<file path="src/rtl/iphp_pkg.sv">
// ----------------------------------------------------------------------------
// iphp_pkg
// Types and constants shared by the IPv4 header parser front end, queue and
// verdict back end.
// ----------------------------------------------------------------------------
package iphp_pkg;

   typedef enum logic [1:0] {
      VerdictPassRaw       = 2'd0,
      VerdictPassValid     = 2'd1,
      VerdictDropMalformed = 2'd2,
      VerdictDropFragment  = 2'd3
   } verdict_type;

   typedef enum logic [1:0] {
      CsrTcpCheck  = 2'd0,
      CsrUdpCheck  = 2'd1,
      CsrFragDrop  = 2'd2,
      CsrUnused    = 2'd3
   } csr_index_type;

   localparam logic [15:0] EtherTypeIpv4 = 16'h0800;
   localparam logic [7:0]  ProtoTcp      = 8'd6;
   localparam logic [7:0]  ProtoUdp      = 8'd17;
   localparam logic [7:0]  ProtoIcmp     = 8'd1;
   localparam logic [15:0] EthHdrBytes   = 16'd14;
   localparam logic [15:0] IpMinEnd      = 16'd34;
   localparam logic [3:0]  IhlMin        = 4'd5;
   localparam logic [3:0]  IpVersion4    = 4'd4;
   localparam logic [15:0] L4CaptureSpan = 16'd14;
   localparam logic [13:0] FragMask      = 14'h3FFF;
   localparam logic [15:0] PosMax        = 16'hFFFF;

   // Frame state handed from the front end to the back end at the last byte.
   typedef struct packed {
      logic [15:0] frame_length;
      logic [15:0] ether_type;
      logic [7:0]  version_ihl;
      logic [15:0] ip_total_length;
      logic [15:0] fragment_word;
      logic [7:0]  time_to_live;
      logic [7:0]  protocol;
      logic [31:0] source;
      logic [31:0] dest;
      logic [31:0] ports;
      logic [15:0] l4_word;
   } frame_snap_type;

   typedef struct packed {
      logic           valid;
      frame_snap_type snap;
   } snap_xfer_type;

endpackage

</file>
<file path="src/rtl/iphp_ifs.sv">
// ----------------------------------------------------------------------------
// iphp channel interfaces
// Byte input, verdict output and register write channels.
// ----------------------------------------------------------------------------
interface iphp_req_if;
   logic       valid;
   logic       ready;
   logic [7:0] frame_byte;
   logic       last_byte;

   modport source (output valid, output frame_byte, output last_byte, input ready);
   modport sink (input valid, input frame_byte, input last_byte, output ready);
endinterface

interface iphp_rsp_if;
   import iphp_pkg::*;
   logic        valid;
   logic        ready;
   verdict_type verdict;
   logic [31:0] source_address;
   logic [31:0] dest_address;
   logic [15:0] source_port;
   logic [15:0] dest_port;
   logic [7:0]  protocol_number;
   logic [7:0]  tcp_flag_bits;
   logic [15:0] payload_length;
   logic [15:0] frame_length;

   modport source (output valid, output verdict, output source_address,
      output dest_address, output source_port, output dest_port,
      output protocol_number, output tcp_flag_bits, output payload_length,
      output frame_length, input ready);
   modport sink (input valid, input verdict, input source_address,
      input dest_address, input source_port, input dest_port,
      input protocol_number, input tcp_flag_bits, input payload_length,
      input frame_length, output ready);
endinterface

interface iphp_csr_if;
   logic       valid;
   logic       ready;
   logic [1:0] index;
   logic       data;

   modport source (output valid, output index, output data, input ready);
   modport sink (input valid, input index, input data, output ready);
endinterface

</file>
<file path="src/rtl/ipv4_header_parse_validate_core.sv">
// ----------------------------------------------------------------------------
// ipv4_header_parse_validate_core
// Ethernet/IPv4 header parser with TCP/UDP/fragment checks.
// ----------------------------------------------------------------------------
// Takes one frame byte per cycle on req_chan with no gaps required and returns
// one verdict transfer on rsp_chan per frame, through the queue slot and then
// the result register. The front end captures header fields as bytes pass;
// on the last byte its snapshot enters a QueueDepth-entry queue, and the back
// end turns the head entry into a registered result. Input stalls only while
// the queue is full, so with rsp_chan ready the block runs at one byte per
// cycle, including back-to-back one-byte frames. Register writes on csr_chan
// are accepted every cycle and should be made while no frame is in flight.
// ----------------------------------------------------------------------------
module ipv4_header_parse_validate_core #(
   parameter int QueueDepth = 2
) (
   input  logic        clock,
   input  logic        reset,
   iphp_req_if.sink    req_chan,
   iphp_rsp_if.source  rsp_chan,
   iphp_csr_if.sink    csr_chan
);
   import iphp_pkg::*;

   snap_xfer_type push;
   snap_xfer_type head;
   logic          q_full;
   logic          pop;

   iphp_front u_front (
      .clock    (clock),
      .reset    (reset),
      .req_chan (req_chan),
      .q_full   (q_full),
      .push     (push)
   );

   iphp_queue #(
      .Depth (QueueDepth)
   ) u_queue (
      .clock (clock),
      .reset (reset),
      .push  (push),
      .pop   (pop),
      .head  (head),
      .full  (q_full)
   );

   iphp_back u_back (
      .clock    (clock),
      .reset    (reset),
      .head     (head),
      .pop      (pop),
      .rsp_chan (rsp_chan),
      .csr_chan (csr_chan)
   );

endmodule

</file>
<file path="src/rtl/iphp_front.sv">
// ----------------------------------------------------------------------------
// iphp_front
// Per-byte capture: position counter and header field registers. Hands a
// snapshot of the frame to the queue on the last byte and starts over.
// ----------------------------------------------------------------------------
module iphp_front (
   input  logic                    clock,
   input  logic                    reset,
   iphp_req_if.sink                req_chan,
   input  logic                    q_full,
   output iphp_pkg::snap_xfer_type push
);
   import iphp_pkg::*;

   logic [15:0] pos_ff, pos_in;
   logic [15:0] ether_type_ff, ether_type_in;
   logic [7:0]  version_ihl_ff, version_ihl_in;
   logic [15:0] total_len_ff, total_len_in;
   logic [15:0] frag_ff, frag_in;
   logic [7:0]  ttl_ff, ttl_in;
   logic [7:0]  proto_ff, proto_in;
   logic [31:0] src_ff, src_in;
   logic [31:0] dst_ff, dst_in;
   logic [31:0] ports_ff, ports_in;
   logic [15:0] l4_word_ff, l4_word_in;

   logic        accept;
   logic [7:0]  b;
   logic [3:0]  ihl;
   logic [15:0] l4_start;
   logic [15:0] k_full;
   logic        in_l4;
   logic [3:0]  k;

   assign req_chan.ready = !q_full;
   assign accept   = req_chan.valid && !q_full;
   assign b        = req_chan.frame_byte;
   assign ihl      = version_ihl_ff[3:0];
   assign l4_start = EthHdrBytes + {10'd0, ihl, 2'b00};
   assign k_full   = pos_ff - l4_start;
   assign in_l4    = (ihl >= IhlMin) && (pos_ff >= l4_start) && (k_full < L4CaptureSpan);
   assign k        = k_full[3:0];

   always_comb begin
      pos_in         = pos_ff;
      ether_type_in  = ether_type_ff;
      version_ihl_in = version_ihl_ff;
      total_len_in   = total_len_ff;
      frag_in        = frag_ff;
      ttl_in         = ttl_ff;
      proto_in       = proto_ff;
      src_in         = src_ff;
      dst_in         = dst_ff;
      ports_in       = ports_ff;
      l4_word_in     = l4_word_ff;

      if (accept) begin
         if (pos_ff == 16'd12 || pos_ff == 16'd13) begin
            ether_type_in = {ether_type_ff[7:0], b};
         end else if (pos_ff == 16'd14) begin
            version_ihl_in = b;
         end else if (pos_ff == 16'd16 || pos_ff == 16'd17) begin
            total_len_in = {total_len_ff[7:0], b};
         end else if (pos_ff == 16'd20 || pos_ff == 16'd21) begin
            frag_in = {frag_ff[7:0], b};
         end else if (pos_ff == 16'd22) begin
            ttl_in = b;
         end else if (pos_ff == 16'd23) begin
            proto_in = b;
         end else if (pos_ff >= 16'd26 && pos_ff <= 16'd29) begin
            src_in = {src_ff[23:0], b};
         end else if (pos_ff >= 16'd30 && pos_ff <= 16'd33) begin
            dst_in = {dst_ff[23:0], b};
         end

         if (in_l4) begin
            if (k < 4'd4) begin
               ports_in = {ports_ff[23:0], b};
            end else if ((k == 4'd4 || k == 4'd5) && proto_ff == ProtoUdp) begin
               l4_word_in = {l4_word_ff[7:0], b};
            end else if ((k == 4'd12 || k == 4'd13) && proto_ff == ProtoTcp) begin
               l4_word_in = {l4_word_ff[7:0], b};
            end
         end

         if (pos_ff != PosMax) begin
            pos_in = pos_ff + 16'd1;
         end
      end
   end

   always_comb begin
      push.valid                = accept && req_chan.last_byte;
      push.snap.frame_length    = pos_in;
      push.snap.ether_type      = ether_type_in;
      push.snap.version_ihl     = version_ihl_in;
      push.snap.ip_total_length = total_len_in;
      push.snap.fragment_word   = frag_in;
      push.snap.time_to_live    = ttl_in;
      push.snap.protocol        = proto_in;
      push.snap.source          = src_in;
      push.snap.dest            = dst_in;
      push.snap.ports           = ports_in;
      push.snap.l4_word         = l4_word_in;
   end

   always_ff @(posedge clock) begin
      if (reset || push.valid) begin
         pos_ff         <= '0;
         ether_type_ff  <= '0;
         version_ihl_ff <= '0;
         total_len_ff   <= '0;
         frag_ff        <= '0;
         ttl_ff         <= '0;
         proto_ff       <= '0;
         src_ff         <= '0;
         dst_ff         <= '0;
         ports_ff       <= '0;
         l4_word_ff     <= '0;
      end else begin
         pos_ff         <= pos_in;
         ether_type_ff  <= ether_type_in;
         version_ihl_ff <= version_ihl_in;
         total_len_ff   <= total_len_in;
         frag_ff        <= frag_in;
         ttl_ff         <= ttl_in;
         proto_ff       <= proto_in;
         src_ff         <= src_in;
         dst_ff         <= dst_in;
         ports_ff       <= ports_in;
         l4_word_ff     <= l4_word_in;
      end
   end

endmodule

</file>
<file path="src/rtl/iphp_queue.sv">
// ----------------------------------------------------------------------------
// iphp_queue
// Small FIFO of frame snapshots between the front end and the back end.
// ----------------------------------------------------------------------------
module iphp_queue #(
   parameter int Depth = 2
) (
   input  logic                    clock,
   input  logic                    reset,
   input  iphp_pkg::snap_xfer_type push,
   input  logic                    pop,
   output iphp_pkg::snap_xfer_type head,
   output logic                    full
);
   import iphp_pkg::*;

   localparam int PtrW = (Depth > 1) ? $clog2(Depth) : 1;
   localparam int CntW = $clog2(Depth + 1);

   frame_snap_type  slot_ff [Depth];
   logic [PtrW-1:0] wr_ptr_ff, wr_ptr_in;
   logic [PtrW-1:0] rd_ptr_ff, rd_ptr_in;
   logic [CntW-1:0] count_ff, count_in;
   logic            do_push;
   logic            do_pop;

   assign full       = (count_ff == CntW'(Depth));
   assign head.valid = (count_ff != '0);
   assign head.snap  = slot_ff[rd_ptr_ff];
   assign do_push    = push.valid && !full;
   assign do_pop     = pop && head.valid;

   always_comb begin
      wr_ptr_in = wr_ptr_ff;
      rd_ptr_in = rd_ptr_ff;
      count_in  = count_ff;
      if (do_push) begin
         wr_ptr_in = (wr_ptr_ff == PtrW'(Depth - 1)) ? '0 : wr_ptr_ff + 1'b1;
      end
      if (do_pop) begin
         rd_ptr_in = (rd_ptr_ff == PtrW'(Depth - 1)) ? '0 : rd_ptr_ff + 1'b1;
      end
      if (do_push && !do_pop) begin
         count_in = count_ff + 1'b1;
      end else if (do_pop && !do_push) begin
         count_in = count_ff - 1'b1;
      end
   end

   always_ff @(posedge clock) begin
      if (reset) begin
         wr_ptr_ff <= '0;
         rd_ptr_ff <= '0;
         count_ff  <= '0;
      end else begin
         wr_ptr_ff <= wr_ptr_in;
         rd_ptr_ff <= rd_ptr_in;
         count_ff  <= count_in;
      end
   end

   always_ff @(posedge clock) begin
      if (do_push) begin
         slot_ff[wr_ptr_ff] <= push.snap;
      end
   end

endmodule

</file>
<file path="src/rtl/iphp_back.sv">
// ----------------------------------------------------------------------------
// iphp_back
// Verdict and field extraction for one queued frame, control registers and
// the registered result stage.
// ----------------------------------------------------------------------------
module iphp_back (
   input  logic                    clock,
   input  logic                    reset,
   input  iphp_pkg::snap_xfer_type head,
   output logic                    pop,
   iphp_rsp_if.source              rsp_chan,
   iphp_csr_if.sink                csr_chan
);
   import iphp_pkg::*;

   logic        tcp_en_ff;
   logic        udp_en_ff;
   logic        frag_en_ff;

   logic        rsp_valid_ff;
   verdict_type verdict_ff, verdict_in;
   logic [31:0] src_ff, src_in;
   logic [31:0] dst_ff, dst_in;
   logic [15:0] sport_ff, sport_in;
   logic [15:0] dport_ff, dport_in;
   logic [7:0]  proto_ff, proto_in;
   logic [7:0]  flags_ff, flags_in;
   logic [15:0] payload_ff, payload_in;
   logic [15:0] len_ff, len_in;

   frame_snap_type s;
   logic [3:0]     ihl;
   logic [15:0]    hdr;
   logic [15:0]    need;
   logic           is_tcp;
   logic           is_udp;
   logic           unparsed;
   logic [15:0]    ip_payload;
   logic [3:0]     doff;
   logic [15:0]    l4_ports_src;
   logic [15:0]    l4_ports_dst;

   assign s            = head.snap;
   assign ihl          = s.version_ihl[3:0];
   assign hdr          = {10'd0, ihl, 2'b00};
   assign is_tcp       = (s.protocol == ProtoTcp);
   assign is_udp       = (s.protocol == ProtoUdp);
   assign doff         = s.l4_word[15:12];
   assign ip_payload   = s.ip_total_length - hdr;
   assign l4_ports_src = s.ports[31:16];
   assign l4_ports_dst = s.ports[15:0];

   always_comb begin
      need = EthHdrBytes + hdr;
      if (is_tcp) begin
         need = EthHdrBytes + hdr + 16'd20;
      end else if (is_udp || s.protocol == ProtoIcmp) begin
         need = EthHdrBytes + hdr + 16'd8;
      end
   end

   assign unparsed = (s.ether_type != EtherTypeIpv4) || (s.frame_length < IpMinEnd)
                   || (ihl < IhlMin) || (s.frame_length < need);

   always_comb begin
      verdict_in = VerdictPassRaw;
      src_in     = '0;
      dst_in     = '0;
      sport_in   = '0;
      dport_in   = '0;
      proto_in   = '0;
      flags_in   = '0;
      payload_in = '0;
      len_in     = s.frame_length;
      if (!unparsed) begin
         src_in     = s.source;
         dst_in     = s.dest;
         proto_in   = s.protocol;
         payload_in = ip_payload;
         if (is_tcp) begin
            sport_in   = l4_ports_src;
            dport_in   = l4_ports_dst;
            flags_in   = s.l4_word[7:0];
            payload_in = ip_payload - {10'd0, doff, 2'b00};
         end else if (is_udp) begin
            sport_in   = l4_ports_src;
            dport_in   = l4_ports_dst;
            payload_in = s.l4_word - 16'd8;
         end

         if ((s.version_ihl[7:4] != IpVersion4) || (s.ip_total_length < hdr)
             || (s.time_to_live == 8'd0)) begin
            verdict_in = VerdictDropMalformed;
         end else if (tcp_en_ff && is_tcp && ((doff < IhlMin)
                      || (l4_ports_src == 16'd0) || (l4_ports_dst == 16'd0))) begin
            verdict_in = VerdictDropMalformed;
         end else if (udp_en_ff && is_udp && ((s.l4_word < 16'd8)
                      || (l4_ports_src == 16'd0))) begin
            verdict_in = VerdictDropMalformed;
         end else if (frag_en_ff && ((s.fragment_word[13:0] & FragMask) != 14'd0)) begin
            verdict_in = VerdictDropFragment;
         end else begin
            verdict_in = VerdictPassValid;
         end
      end
   end

   assign pop = head.valid && (!rsp_valid_ff || rsp_chan.ready);

   assign csr_chan.ready = 1'b1;

   always_ff @(posedge clock) begin
      if (reset) begin
         tcp_en_ff  <= 1'b0;
         udp_en_ff  <= 1'b0;
         frag_en_ff <= 1'b0;
      end else if (csr_chan.valid) begin
         case (csr_index_type'(csr_chan.index))
            CsrTcpCheck: tcp_en_ff  <= csr_chan.data;
            CsrUdpCheck: udp_en_ff  <= csr_chan.data;
            CsrFragDrop: frag_en_ff <= csr_chan.data;
            default: begin
            end
         endcase
      end
   end

   always_ff @(posedge clock) begin
      if (reset) begin
         rsp_valid_ff <= 1'b0;
      end else if (pop) begin
         rsp_valid_ff <= 1'b1;
      end else if (rsp_chan.ready) begin
         rsp_valid_ff <= 1'b0;
      end
   end

   always_ff @(posedge clock) begin
      if (pop) begin
         verdict_ff <= verdict_in;
         src_ff     <= src_in;
         dst_ff     <= dst_in;
         sport_ff   <= sport_in;
         dport_ff   <= dport_in;
         proto_ff   <= proto_in;
         flags_ff   <= flags_in;
         payload_ff <= payload_in;
         len_ff     <= len_in;
      end
   end

   assign rsp_chan.valid           = rsp_valid_ff;
   assign rsp_chan.verdict         = verdict_ff;
   assign rsp_chan.source_address  = src_ff;
   assign rsp_chan.dest_address    = dst_ff;
   assign rsp_chan.source_port     = sport_ff;
   assign rsp_chan.dest_port       = dport_ff;
   assign rsp_chan.protocol_number = proto_ff;
   assign rsp_chan.tcp_flag_bits   = flags_ff;
   assign rsp_chan.payload_length  = payload_ff;
   assign rsp_chan.frame_length    = len_ff;

endmodule
</file>
<file path="src/flat_wrapper.sv">
// flat-port wrapper written by rule: the top's interface ports become plain ports
module ipv4_header_parse_validate_core_flat import iphp_pkg::*;
#(
   parameter int QueueDepth = 2
)
  (clock, reset, req_chan_valid, req_chan_frame_byte, req_chan_last_byte, req_chan_ready, rsp_chan_valid, rsp_chan_verdict, rsp_chan_source_address, rsp_chan_dest_address, rsp_chan_source_port, rsp_chan_dest_port, rsp_chan_protocol_number, rsp_chan_tcp_flag_bits, rsp_chan_payload_length, rsp_chan_frame_length, rsp_chan_ready, csr_chan_valid, csr_chan_index, csr_chan_data, csr_chan_ready);
  iphp_req_if req_chan_i ();
  iphp_rsp_if rsp_chan_i ();
  iphp_csr_if csr_chan_i ();
  input  logic clock;
  input  logic reset;
  input wire logic [$bits(req_chan_i.valid)-1:0] req_chan_valid;
  input wire logic [$bits(req_chan_i.frame_byte)-1:0] req_chan_frame_byte;
  input wire logic [$bits(req_chan_i.last_byte)-1:0] req_chan_last_byte;
  output wire logic [$bits(req_chan_i.ready)-1:0] req_chan_ready;
  output wire logic [$bits(rsp_chan_i.valid)-1:0] rsp_chan_valid;
  output wire logic [$bits(rsp_chan_i.verdict)-1:0] rsp_chan_verdict;
  output wire logic [$bits(rsp_chan_i.source_address)-1:0] rsp_chan_source_address;
  output wire logic [$bits(rsp_chan_i.dest_address)-1:0] rsp_chan_dest_address;
  output wire logic [$bits(rsp_chan_i.source_port)-1:0] rsp_chan_source_port;
  output wire logic [$bits(rsp_chan_i.dest_port)-1:0] rsp_chan_dest_port;
  output wire logic [$bits(rsp_chan_i.protocol_number)-1:0] rsp_chan_protocol_number;
  output wire logic [$bits(rsp_chan_i.tcp_flag_bits)-1:0] rsp_chan_tcp_flag_bits;
  output wire logic [$bits(rsp_chan_i.payload_length)-1:0] rsp_chan_payload_length;
  output wire logic [$bits(rsp_chan_i.frame_length)-1:0] rsp_chan_frame_length;
  input wire logic [$bits(rsp_chan_i.ready)-1:0] rsp_chan_ready;
  input wire logic [$bits(csr_chan_i.valid)-1:0] csr_chan_valid;
  input wire logic [$bits(csr_chan_i.index)-1:0] csr_chan_index;
  input wire logic [$bits(csr_chan_i.data)-1:0] csr_chan_data;
  output wire logic [$bits(csr_chan_i.ready)-1:0] csr_chan_ready;
  assign req_chan_i.valid = req_chan_valid;
  assign req_chan_i.frame_byte = req_chan_frame_byte;
  assign req_chan_i.last_byte = req_chan_last_byte;
  assign req_chan_ready = req_chan_i.ready;
  assign rsp_chan_valid = rsp_chan_i.valid;
  assign rsp_chan_verdict = rsp_chan_i.verdict;
  assign rsp_chan_source_address = rsp_chan_i.source_address;
  assign rsp_chan_dest_address = rsp_chan_i.dest_address;
  assign rsp_chan_source_port = rsp_chan_i.source_port;
  assign rsp_chan_dest_port = rsp_chan_i.dest_port;
  assign rsp_chan_protocol_number = rsp_chan_i.protocol_number;
  assign rsp_chan_tcp_flag_bits = rsp_chan_i.tcp_flag_bits;
  assign rsp_chan_payload_length = rsp_chan_i.payload_length;
  assign rsp_chan_frame_length = rsp_chan_i.frame_length;
  assign rsp_chan_i.ready = rsp_chan_ready;
  assign csr_chan_i.valid = csr_chan_valid;
  assign csr_chan_i.index = csr_chan_index;
  assign csr_chan_i.data = csr_chan_data;
  assign csr_chan_ready = csr_chan_i.ready;
  ipv4_header_parse_validate_core #(.QueueDepth(QueueDepth)) u_core (.clock(clock), .reset(reset), .req_chan(req_chan_i), .rsp_chan(rsp_chan_i), .csr_chan(csr_chan_i));
endmodule
</file>
<file path="config.mk">
export PLATFORM = sky130hd
export DESIGN_NAME = ipv4_header_parse_validate_core_flat
export DESIGN_NICKNAME = d
export VERILOG_FILES = /design/src/rtl/iphp_pkg.sv /design/src/rtl/iphp_ifs.sv /design/src/rtl/ipv4_header_parse_validate_core.sv /design/src/rtl/iphp_front.sv /design/src/rtl/iphp_queue.sv /design/src/rtl/iphp_back.sv /design/src/flat_wrapper.sv
export SDC_FILE = /design/constraint.sdc
export NUM_CORES = 1
export LEC_CHECK = 0
export BUFFER_PORTS_ARGS = -buffer_cell sky130_fd_sc_hd__buf_2
export CAP_MARGIN = 40
export CELL_PAD_IN_SITES_DETAIL_PLACEMENT = 0
export CELL_PAD_IN_SITES_GLOBAL_PLACEMENT = 1
export CORE_MARGIN = 1.5
export CORE_UTILIZATION = 40
export CTS_BUF_LIST = sky130_fd_sc_hd__clkbuf_16
export DETAILED_ROUTE_END_ITERATION = 8
export PLACE_DENSITY = 0.68
export SYNTH_ARGS = -nofsm -noshare
export SYNTH_HDL_FRONTEND = slang
export SYNTH_SLANG_ARGS = --single-unit
</file>
<file path="constraint.sdc">
create_clock -name clock -period 9.1 [get_ports clock]
set_input_delay 0.455 -clock clock [delete_from_list [all_inputs] [get_ports clock]]
set_output_delay 0.455 -clock clock [all_outputs]
set_load 0.02 [all_outputs]
</file>
**After elaboration in Yosys (flattened, before gate mapping)**

Memory sizes are Yosys's and may differ from the RTL's. A register that Yosys moved wholly into a read port is not among the register bits.
Cells that the tools add are included.

- Reduce and logical (&&, ||, !) cells: 51
- Divide/modulo/power cells: 0
- Muxes and demuxes: 76
- Shift-type cells: 0
- $add $sub $neg: 13
- Bitwise gates (word level): 1
- Equality and inequality tests: 24
- $lt $le $gt $ge: 14
- Multiply operators: 0

Operators with widths:

| kind | number |
|---|---|
| $mux 32 | 20 |
| $mux 16 | 25 |
| $mux 8 | 17 |
| $eq 16x5->1 const B | 6 |
| $eq 16x4->1 const B | 3 |
| $ge 16x5->1 const B | 2 |
| $logic_not 16->1 | 2 |
| $lt 16x4->1 const B | 2 |
| $sub 16x6->16 | 2 |
| $logic_and 1x1->1 | 18 |
| $add 16x1->16 const B | 1 |
| $add 16x5->16 const B | 1 |
| $eq 8x3->1 const B | 2 |
| $eq 8x5->1 const B | 2 |
| $ge 16x7->1 | 1 |
| $le 16x5->1 const B | 1 |
| $le 16x6->1 const B | 1 |
| $logic_or 1x1->1 | 16 |
| $lt 16x16->1 | 1 |
| $lt 16x6->1 | 1 |
| $lt 16x6->1 const B | 1 |
| $ne 16x12->1 const B | 1 |
| $ne 16x16->1 const B | 1 |
| $sub 16x4->16 const B | 1 |
| 25 further kinds | 51 |

- Logic and storage cells: 208
- Memories kept: 1
- Flip-flop bits (word level): 354
- Latch bits: 0
- Bits in read-only memories: 0
- Bits in writable memories: 400
- Input port bits: 17

Memories:

| memory | depth | bits a word | read ports | clocked after Yosys merged registers in | write ports | line | RTL |
|---|---|---|---|---|---|---|---|
| u_core.u_queue.slot_ff | 2 | 200 | 1 | 1 | 1 | iphp_queue.sv:20 | `frame_snap_type slot_ff [Depth];` |

**Longest topological paths before layout**

Gate-level depths: netlist (run 1).

- Depth after elaboration: 11
- Gate-level depth with buffers: 22
- Depth with buffers taken out: 15

**Hierarchy**

Synthesis (run 1) repeated with hierarchy kept, for this count alone.

- Cells, all modules: 2,165
- Area total of the unflattened synthesis: 31,350.1 um2

Modules (own cells, without submodules):

| module | times used | cells each | area each (um2) |
|---|---|---|---|
| iphp_queue | 1 | 647 | 14,724.1 |
| iphp_front | 1 | 898 | 9,241.4 |
| iphp_back | 1 | 620 | 7,384.6 |

**Worst setup path after synthesis (run 1)**

No wires, ideal clock.

- Path kind: register to register
- From: reg u_core.u_queue.count_ff[0]
- To: mem u_core.u_queue.slot_ff[0][0] (netlist bit), enable pin
- Data arrival time: 9,229 ps
- Setup slack: -888 ps
- Period minus slack after synthesis: 9,988 ps
- Library setup time: 759 ps
- Data required time: 8,341 ps
- Stages on the path, launching flop included: 5
- Cells stage by stage: dfxtp_1 nand2b_1 and2_1 nand2_1 nor2_1

- Longest elaborated chain between the ends: 7

RTL lines:

| what | line | RTL |
|---|---|---|
| start: declaration | iphp_queue.sv:23 | `logic [CntW-1:0] count_ff, count_in;` |
| start signal: assignment | iphp_queue.sv:58 | `count_ff <= count_in;` |
| $eq 2x2->1 * | iphp_queue.sv:27 | `assign full = (count_ff == CntW'(Depth));` |
| $logic_not 1->1 * | -- |  |
| via req_chan_ready | flat_wrapper.sv:15 | `output wire logic [$bits(req_chan_i.ready)-1:0] req_chan_ready;` |
| $logic_and 1x1->1 | iphp_front.sv:36 | `assign accept = req_chan.valid && !q_full;` |
| $logic_and 1x1->1 | iphp_front.sv:93 | `push.valid = accept && req_chan.last_byte;` |
| $logic_and 1x1->1 * | iphp_queue.sv:30 | `assign do_push = push.valid && !full;` |
| $mux 1 * | iphp_queue.sv:63 | `if (do_push) begin` |
| $mux 1 (not written as such) * | iphp_queue.sv:64 | `slot_ff[wr_ptr_ff] <= push.snap;` |
| end: declaration | iphp_queue.sv:20 |  |

The timed path passes the listed nets; every way through them passes the cells marked *.

==> flow_summary.toml, run 1 <==
[run_status]
status = "complete, but fails checks"
failed_checks = "DRC"

[sta]
maxSlewViolCount = 0
fin_skew_ns = 0.0231
relSlewSlack_pct = 37.8
finalHoldViolCount = 0
period_share_pct = 56.3
tightest_slew_ns = 0.927
fin_crit_ns = 5.12
max_freq_ghz = 0.195
setup_violations = 0
setup_tns_ns = 0
rsz0062_at_grt = "false"

[yosys]
syn_avg_cell_area_um2 = 14.7
synth-seq-area-share_pct = 68.9
syn_inst = 2012
synth_top_area_cell = "edfxtp_1"
yosys_warnings = 0
syn-cell-area_um2 = 29600
async_reset_ff_share_pct = 0
synth_top_area_share_pct = 54.9
synth_edf_count = 542
syn-num-nets = 2064
synth_top_cells_by_area = "edfxtp_1 (55%), dfxtp_1 (14%), mux2_2 (7.4%)"
synth_seq_cells = 749
synth_top_flop_cell = "edfxtp_1"
yosysUniqueCellTypes = 76

[global_route]
grt_pass1_vias = 16300
antenna_found_initial = 1
grtUsageTotal_pct = 16.7
grt_max_degree = 140
globalRoute.totalOverflow = 0
grt_pass1_wl_mm = 95.9

[routing]
drc = 2
drt-pass1-iter-count = 9
vias_per_cell = 5.06
routed_wl_mm = 63.2
first_iter_violations = 923
wl_per_cell_um = 19.7
num_vias = 16200
final_antenna_net_count = 0

[power_and_ir_drop]
vdd_ir_drop_max_mv = 0.175
p_leak_nw = 12.2
power_density_nw_per_um2 = 268

[floorplan]
die_area_um2 = 75700
pin_count = 166
start_util_pct = 40.5
coreArea_um2 = 73100
die-width_um = 275
rows = 99
die_h_um = 275

[finish]
fillerInstances = 6436
syn_to_final_growth_pct = 14.8
drive_gt1_share_pct = 22.7
num-nets-final = 2238
stdcell_area_um2 = 34000

[critical_path]
worstPathArrival_ns = 5.46
path_buf_inv = 2
cp-start-kind = "flop"
cp.depth = 16
required_ns = 9.44
cp_top_family = "buffers and inverters"
crit_path_end_kind = "flop"
worst-setup-path-type = "reg2reg"
worst-r2r-setup-slack_ns = 3.98
rr_worst_depth = 16
worstPathCellList = "buf_16, mux2i_1, ha_1, xor2_1, ha_1, nor2b_1, xnor2_1, nor2b_1, xnor2_1, ha_1, o21ai_0, a21oi_1, o31ai_1, a31o_4, buf_4, nor2_1"
cpMostUsedCell = "ha_1"
r2r-end = "u_core.u_back.rsp_chan.protocol_number[5]"
slowest_delay_ns = 0.70
slowest_stage = "buf_4"
path_max_fanout = 69

[clocking]
clockBufferDepth = 3
postCtsResizedCells = 0
clkSinkCount = 749
cts_hold_buf = 0
cts_tree = "built"
ctsRootBufferMaster = "clkbuf_16"
cts_setup_buffers = 0
clock_latency_ns = 0.63
htreeDepth = 3
clk_pin_slew_ns = 0.06
cts_buffers = 77

[placement]
place_area_um2 = 31600
portBuffers = 164
dp_hpwl_mm = 41.0
finalWeightedCongestion = 0.827

[hold_path]
min_to = "u_core.u_back.frag_en_ff"
hold_start = "csr_chan_data"
hold_path_depth = 3
hp-class = "in2reg"

[job]
maxCapViolCount = 0
stage by stage:
stage	instances	utilization [%]	hold slack, ns	power, mW	worst slack, ns
global placement	3060	43.1	0.481	6.19	3.86
detailed placement	3066	43.2	0.489	6.24	3.92
global route	3208	46.5	0.0903	9.50	3.47
finish	3210	46.5	0.102	9.11	3.98
floorplan	2012	-	0.454	5.61	2.46
CTS	3208	46.5	0.0650	9.23	3.91
cells by family (layout without fill, tap and decap cells):
logic type | count (synthesis) | after routing | share of synthesized area [%]
adders and majority gates | 35 | 35 | 1.55
DFF | 749 | 749 | 68.9
buffers and inverters | 114 | 351 | 1.58
muxes | 347 | 347 | 12.7
xor gates and xnor gates | 49 | 49 | 1.45
other | 1 | 3 | 0.0127
and+or+nand+nor | 587 | 587 | 10.8
AOI/OAI and AO/OA | 130 | 130 | 2.95
worst max-delay path by stage:
stage	endpoint	from	slack, ns
after global routing	u_core.u_back.rsp_chan.dest_address[6]	flop	3.47
final	u_core.u_back.rsp_chan.protocol_number[5]	flop	3.98
after global placement	u_core.u_back.rsp_chan.source_address[18]	flop	3.86
after CTS	u_core.u_back.rsp_chan.protocol_number[5]	flop	3.91
after floorplan	u_core.u_queue.slot_ff[0][0]	u_core.u_queue.count_ff[0]	2.46
after detailed placement	u_core.u_back.rsp_chan.source_address[12]	flop	3.92
cells in the final DEF, fill, tap and decap left out, drive strengths merged, types with 4 or more instances in the layout:
cell    instances
nand2b         11
o21ai          17
and3            5
mux2i         139
buf           187
or4             9
o211ai          5
o31ai           5
nand3          13
and4            4
xor2           23
xnor2          26
edfxtp        542
inv            57
clkinv         24
nor2b         203
a41oi           4
a21oi          42
nor4           44
nand3b          7
or2             6
nor2          165
nand4          16
mux2          206
a31oi           4
a21o           10
nor3b           8
ha             32
a22oi           4
nand2          40
or3             5
dfxtp         207
nor4b           6
clkbuf         80
nor3           30
a211oi          8
and2            9
synthesized netlist by cell type, types with 3 or more instances:
library cell / count
mux2i_1: 139
and2_1: 9
xor2_1: 23
and4_1: 4
xnor2_1: 26
o21ai_0: 15
a211o_1: 3
inv_1: 22
buf_2: 16
mux2_2: 195
a21o_1: 10
clkbuf_1: 64
nand2b_1: 11
o211ai_1: 5
a211oi_1: 8
buf_4: 3
a22oi_1: 4
dfxtp_1: 207
a21oi_1: 42
ha_1: 32
nor2_1: 163
o31ai_1: 5
nor2b_1: 203
nor4b_1: 6
or2_2: 5
or4_1: 8
nor3b_1: 8
nand3b_1: 7
edfxtp_1: 542
or3_1: 5
nor4_1: 43
mux2_1: 10
fa_1: 3
buf_1: 8
a22o_1: 3
nor3_1: 29
a41oi_1: 4
nand2_1: 40
a31oi_1: 4
nand3_1: 13
and3_1: 5
nand4_1: 16
final cells by class:
type / count / area (µm²) / area share, %
repair buffers: 187 / 1080 / 3.18
flip-flops and latches: 749 / 20400 / 60.1
inverters: 22 / 87.6 / 0.258
clock buffers: 80 / 2000 / 5.89
well taps: 959 / 1200 / 3.53
multi-input cells: 1149 / 8790 / 25.8
diodes: 2 / 5.00 / 0.0147
clock inverters: 62 / 417 / 1.23
sequential cells by signal, summed over array words and instances (netlist names), 32 cells and up, named ones only:
register and cells:
u_core.u_back.rsp_chan.dest_address 32, u_core.u_front.src_ff 32, u_core.u_front.dst_ff 32, u_core.u_queue.slot_ff 396, u_core.u_back.rsp_chan.source_address 32, u_core.u_front.ports_ff 32
layer usage:
| layer | global-route usage, % | share of wire [%] |
|---|---|---|
| met1 | 21.9 | 45 |
| met2 | 28.2 | 49 |
| met3 | 2.20 | 3.3 |
| met4 | 6.04 | 2.6 |
| met5 | 0 | 0 |
where the power goes:
part           switching [mW]  internal [mW]  leakage [nW]
clock                    1.29           1.69          1.29
combinational            1.24          0.574          4.17
sequential              0.151           4.16          6.79
total                    2.68           6.42          12.2
tightest hold or removal path, delay by kind of cell:
family | cells | cell delay (ns)
buffers and inverters | 1 | 0.10
muxes | 1 | 0.06
and+or+nand+nor | 1 | 0.07
Note: power is estimated with default switching activity, not from simulation.
==> run 2, diff against run 1 <==
--- a/config.mk
+++ b/config.mk
@@ -13,7 +13,7 @@
 export CORE_UTILIZATION = 40
 export CTS_BUF_LIST = sky130_fd_sc_hd__clkbuf_16
 export DETAILED_ROUTE_END_ITERATION = 8
-export PLACE_DENSITY = 0.68
+export PLACE_DENSITY = 0.65
 export SYNTH_ARGS = -nofsm -noshare
 export SYNTH_HDL_FRONTEND = slang
 export SYNTH_SLANG_ARGS = --single-unit
==> constraint.sdc (replaced) <==
create_clock -name clock -period 5.19 [get_ports clock]
set_input_delay 0.2595 -clock clock [delete_from_list [all_inputs] [get_ports clock]]
set_output_delay 0.2595 -clock clock [all_outputs]
set_load 0.02 [all_outputs]
==> run 2 against run 1 <==
Compared with the run above: the flow still finishes with violations (DRC); final area grew 0.39%; sequential share of layout area down 0.23 points; first-iteration DRC count is 7.0% higher; setup slack worse by 3.3 ns; worst hold slack better by 0.066 ns; non-clock buffer count rose by 13; cell count is 0.47% higher; core utilization grew 0.18 points; global-route usage increased by 0.21 points; via count grew 1.1%; critical path type unchanged; critical endpoint is now u_core.u_back.rsp_chan.dest_port[12]; largest cell class unchanged.
==> flow_summary.toml, run 2 (synthesis gave the netlist of run 1 again) <==
[run_status]
status = "complete, but fails checks"
failed_checks = "DRC"

[hold_path]
hp-class = "in2reg"

[placement]
placed_cells = 3070
finalWeightedCongestion = 0.832
portBuffers = 164
place_area_um2 = 31600
dp_hpwl_mm = 41.0

[finish]
syn_to_final_growth_pct = 15.2
stdcell_area_um2 = 34100
layout_common_cells = "edfxtp_1 (542), dfxtp_1 (206), nor2b_1 (203), mux2_2 (195), buf_2 (164)"
layout_commonest_cell = "edfxtp_1"
antennaDiodeCount = 0
num-nets-final = 2252
largest_register_ffs = 396
drive_gt1_share_pct = 22.9
regMostFlops = "u_core.u_queue.slot_ff"
fin_cells = 3225

[critical_path]
path_max_fanout = 32
r2r-end = "u_core.u_back.rsp_chan.dest_port[12]"
crit_path_end_kind = "flop"
cp-endpoint = "u_core.u_back.rsp_chan.dest_port[12]"
cp-start-kind = "flop"
required_ns = 5.53
worst-setup-path-type = "reg2reg"
rr_worst_depth = 15
worstPathArrival_ns = 4.84
worst-r2r-setup-slack_ns = 0.70

[sta]
setup_tns_ns = 0
tightest_slew_ns = 0.998
fin_skew_ns = 0.0229
fin_crit_ns = 4.49
whs_ns = 0.167
max_freq_ghz = 0.222
finalHoldViolCount = 0
maxSlewViolCount = 0
rsz0062_at_grt = "false"
relSlewSlack_pct = 33.5
setup_violations = 0
period_share_pct = 86.6

[clocking]
clk_pin_slew_ns = 0.06
ctsRootBufferMaster = "clkbuf_16"
htreeDepth = 3
clkSinkCount = 749
clockBufferDepth = 3
cts_buffers = 78
cts_tree = "built"
clock_latency_ns = 0.63
cts_setup_buffers = 0

[power_and_ir_drop]
p_leak_nw = 12.3
power_density_nw_per_um2 = 470
finalPower_mw = 16.0
vdd_ir_drop_max_mv = 0.314

[floorplan]
pin_count = 166
die_h_um = 275
coreArea_um2 = 73100
start_util_pct = 40.5
die_area_um2 = 75700
die-width_um = 275
rows = 99

[global_route]
grt_pass1_wl_mm = 97.1
grt_max_degree = 196
grt_pass1_vias = 16400
globalRoute.totalOverflow = 0
grtUsageTotal_pct = 16.9
antenna_found_initial = 1

[routing]
num_vias = 16400
routed_wl_mm = 64.1
drc = 2
vias_per_cell = 5.09
first_iter_violations = 988
final_antenna_net_count = 0
wl_per_cell_um = 19.9
drt-pass1-iter-count = 9

[job]
maxCapViolCount = 0
-- run 2: changes by cell type in the layout (fill, tap and decap cells not counted), sizes merged --
cell,change
clkinv,+13
inv,-12
dlygate4sd3,+9
buf,+4
clkinvlp,+3
diode,-2
-- run 2: where the power goes --
part / switching, mW / internal (mW)
logic: 2.17 / 1.02
clock network: 2.28 / 2.96
registers: 0.303 / 7.30
total: 4.75 / 11.3
-- run 2: timing repair --
item,CTS,global route
gates resized for setup,0,0
hold buffers,9,0
hold endpoints to repair,5,0
-- run 2: critical path, stage by stage (launching register included) --
cell     delay, ns
dfxtp_4       0.55
mux2i_1       0.49
ha_1          0.35
xor2_1        0.22
ha_1          0.19
nor2b_1       0.22
xnor2_1       0.14
nor2b_1       0.17
xnor2_1       0.14
ha_1          0.25
o21ai_0       0.16
a21oi_1       0.06
o31ai_1       0.29
a31o_4        0.28
or2_2         0.56
nor2_1        0.12
-- run 2: layout make-up --
type / instances / area (µm²)
Clock buffer: 80 / 2000
Clock inverter: 66 / 435
Tap cell: 959 / 1200
Inverter: 22 / 87.6
Sequential cell: 749 / 20400
Multi-Input combinational cell: 1149 / 8790
Timing Repair Buffer: 200 / 1200
Fill cell: 6451 / 38900
-- run 2: per-layer routing --
metal  global-route usage [%]  wire length [µm]  vias to the layer above
li1                         -                 -                     7809
met1                     22.9             29700                     8262
met2                     27.7             30900                      267
met3                     2.69              2310                       85
met4                     5.34              1270                        0
met5                        0                 0                        -
-- run 2: stage by stage --
| step | setup WS (ns) | util (%) |
|---|---|---|
| floorplan | 0.214 | - |
| global placement | 0.887 | 43.2 |
| detailed placement | 0.661 | 43.2 |
| CTS | 0.639 | 46.7 |
| global route | 0.309 | 46.7 |
| finish | 0.695 | 46.7 |
-- run 2: how the worst min path moves through the flow --
stage,startpoint,to,cells after the start
5_1_grt,req_chan_last_byte,u_core.u_queue.wr_ptr_ff,4
4_1_cts,req_chan_last_byte,u_core.u_queue.wr_ptr_ff,4
6_report,req_chan_last_byte,u_core.u_queue.wr_ptr_ff,4
3_3_place_gp,u_core.u_back.rsp_chan.valid,u_core.u_back.rsp_chan.valid,2
3_5_place_dp,u_core.u_back.rsp_chan.valid,u_core.u_back.rsp_chan.valid,2
2_1_floorplan,reset,u_core.u_front.pos_ff[12],1
==> run 3, diff against run 2 <==
--- a/config.mk
+++ b/config.mk
@@ -13,7 +13,8 @@
 export CORE_UTILIZATION = 40
 export CTS_BUF_LIST = sky130_fd_sc_hd__clkbuf_16
 export DETAILED_ROUTE_END_ITERATION = 8
-export PLACE_DENSITY = 0.65
+export PLACE_DENSITY = 0.68
+export RECOVER_POWER = 25
 export SYNTH_ARGS = -nofsm -noshare
 export SYNTH_HDL_FRONTEND = slang
 export SYNTH_SLANG_ARGS = --single-unit
==> run 3 against run 2 <==
Compared with the run above: the flow finishes with violations (DRC, capacitance limit, slew limit); worst hold slack lost 0.14 ns; die area is the same; combinational power shrank 5%; clock skew shrank 0.0016 ns; setup slack gained 0.012 ns; fmax grew 0.26%; sequential power is essentially flat; critical path type unchanged; highest routed layer unchanged.
==> flow_summary.toml, run 3 (synthesis gave the netlist of run 1 again) <==
[routing]
num_vias = 16300
first_iter_violations = 1027
drc = 18
vias_per_cell = 5.05
wl_per_cell_um = 19.6
final_antenna_net_count = 0
drt-pass1-iter-count = 7
routed_wl_mm = 63.1

[placement]
portBuffers = 164
dp_hpwl_mm = 40.9
finalWeightedCongestion = 0.864
place_area_um2 = 31600

[finish]
multi_input_area_um2 = 8770
stdcell_area_um2 = 33900
post-route-util_pct = 46.4
ff_latch_area_um2 = 20400
layout_commonest_cell = "edfxtp_1"
layout_common_cells = "edfxtp_1 (542), dfxtp_1 (206), nor2b_1 (203), mux2_2 (182), nor2_1 (162)"
syn_to_final_growth_pct = 14.5
largest_register_ffs = 396
drive_gt1_share_pct = 15.8
regMostFlops = "u_core.u_queue.slot_ff"
fillerInstances = 6438
num-nets-final = 2248

[clocking]
clkSinkCount = 749
clockBufferDepth = 3
cts_tree = "built"
postCtsResizedCells = 0
clk_pin_slew_ns = 0.06
htreeDepth = 3
ctsRootBufferMaster = "clkbuf_16"
cts_buffers = 77
clock_latency_ns = 0.62
cts_setup_buffers = 0
cts_hold_buf = 5

[critical_path]
worst-r2r-setup-slack_ns = 0.71
worstPathCellList = "or4_1, nor4_1, a21oi_1, xnor2_1, o21ai_0, ha_1, a21o_1, a211oi_1, a21oi_1, o31ai_1, a31o_4, or2_2, nor2_1"
worstPathArrival_ns = 4.82
cpMostUsedCell = "a21oi_1"
worst-setup-path-type = "reg2reg"
slowest_delay_ns = 0.61
crit_path_end_kind = "flop"
path_buf_inv = 0
cp_top_family = "compound AO/OA/AOI/OAI gates"
cp-start-kind = "flop"
required_ns = 5.53
path_max_fanout = 32
slowest_stage = "or4_1"

[run_status]
status = "complete, but fails checks"
failed_checks = "DRC, capacitance limit, slew limit"

[global_route]
grt_pass1_vias = 16800
antenna_found_initial = 3
grtUsageTotal_pct = 16.7
grt_pass1_wl_mm = 97.0
globalRoute.totalOverflow = 0
grt_max_degree = 136

[hold_path]
hp-class = "in2reg"

[floorplan]
die-width_um = 275
die_h_um = 275
pin_count = 166
coreArea_um2 = 73100
start_util_pct = 40.5
die_area_um2 = 75700
rows = 99

[sta]
period_share_pct = 86.4
finalHoldViolCount = 0
setup_tns_ns = 0
setup_violations = 0
max_freq_ghz = 0.223
relSlewSlack_pct = -70.7
tightest_slew_ns = 2.56
maxSlewViolCount = 157
rsz0062_at_grt = "false"
fin_crit_ns = 4.48
fin_skew_ns = 0.0213

[power_and_ir_drop]
p_leak_nw = 11.8
power_density_nw_per_um2 = 471
vdd_ir_drop_max_mv = 0.232

[job]
maxCapViolCount = 3
[run 3: cell count changes in the layout (fill, tap and decap cells not counted), moves of 2 or more]
| cell | previous run | this run |
|---|---|---|
| inv_1 | 42 | 36 |
| clkbuf_2 | 0 | 3 |
| mux2_1 | 10 | 23 |
| buf_2 | 164 | 15 |
| clkinv_8 | 2 | 4 |
| mux2_2 | 195 | 182 |
| clkinvlp_4 | 3 | 5 |
| clkbuf_1 | 0 | 150 |
| dlygate4sd3_1 | 9 | 5 |
| clkinv_2 | 12 | 9 |
| buf_4 | 20 | 18 |
| bufinv_16 | 3 | 6 |
[run 3: per-layer routing]
layer / wire [µm] / track usage, % / vias to the layer above / share of wire (%)
met1: 28000 / 21.5 / 8115 / 44
li1: - / - / 7805 / -
met3: 2340 / 2.44 / 82 / 3.7
met5: 0 / 0 / - / 0
met4: 1310 / 5.25 / 0 / 2.1
met2: 31400 / 29.0 / 254 / 50
[run 3: final timing paths]
path	cells after the start	to	startpoint
setup / recovery	13	u_core.u_back.rsp_chan.source_port[2]	u_core.u_queue.slot_ff[0][118]
hold / removal	2	u_core.u_queue.count_ff[0]	reset
hold reg to reg	2	u_core.u_back.rsp_chan.valid	u_core.u_back.rsp_chan.valid
setup reg to reg	13	u_core.u_back.rsp_chan.source_port[2]	u_core.u_queue.slot_ff[0][118]
[run 3: report_power, final]
part | switching [mW] | internal, mW | total, mW
Clock | 2.26 | 3.11 | 5.37
Sequential | 0.269 | 7.32 | 7.59
Combinational | 2.17 | 0.849 | 3.02
[run 3: cell type report]
| type | count | share of cell area (%) |
|---|---|---|
| Inverter | 22 | 0.247 |
| Timing Repair Buffer | 197 | 2.81 |
| Clock inverter | 62 | 1.45 |
| Clock buffer | 80 | 5.90 |
| Tap cell | 959 | 3.54 |
| Antenna cell | 1 | 0.00738 |
| Multi-Input combinational cell | 1149 | 25.9 |
| Sequential cell | 749 | 60.2 |
[run 3: stage by stage]
| step | hold slack, ns | total power [mW] | instances | setup WS (ns) |
|---|---|---|---|---|
| after floorplan | 0.336 | 9.81 | 2012 | 0.214 |
| after global placement | 0.486 | 10.9 | 3069 | 0.873 |
| after detailed placement | 0.507 | 10.9 | 3071 | 0.718 |
| after CTS | 0.00546 | 16.3 | 3218 | 0.717 |
| after global routing | 0.0536 | 16.7 | 3218 | 0.230 |
| final | 0.0238 | 16.0 | 3219 | 0.707 |
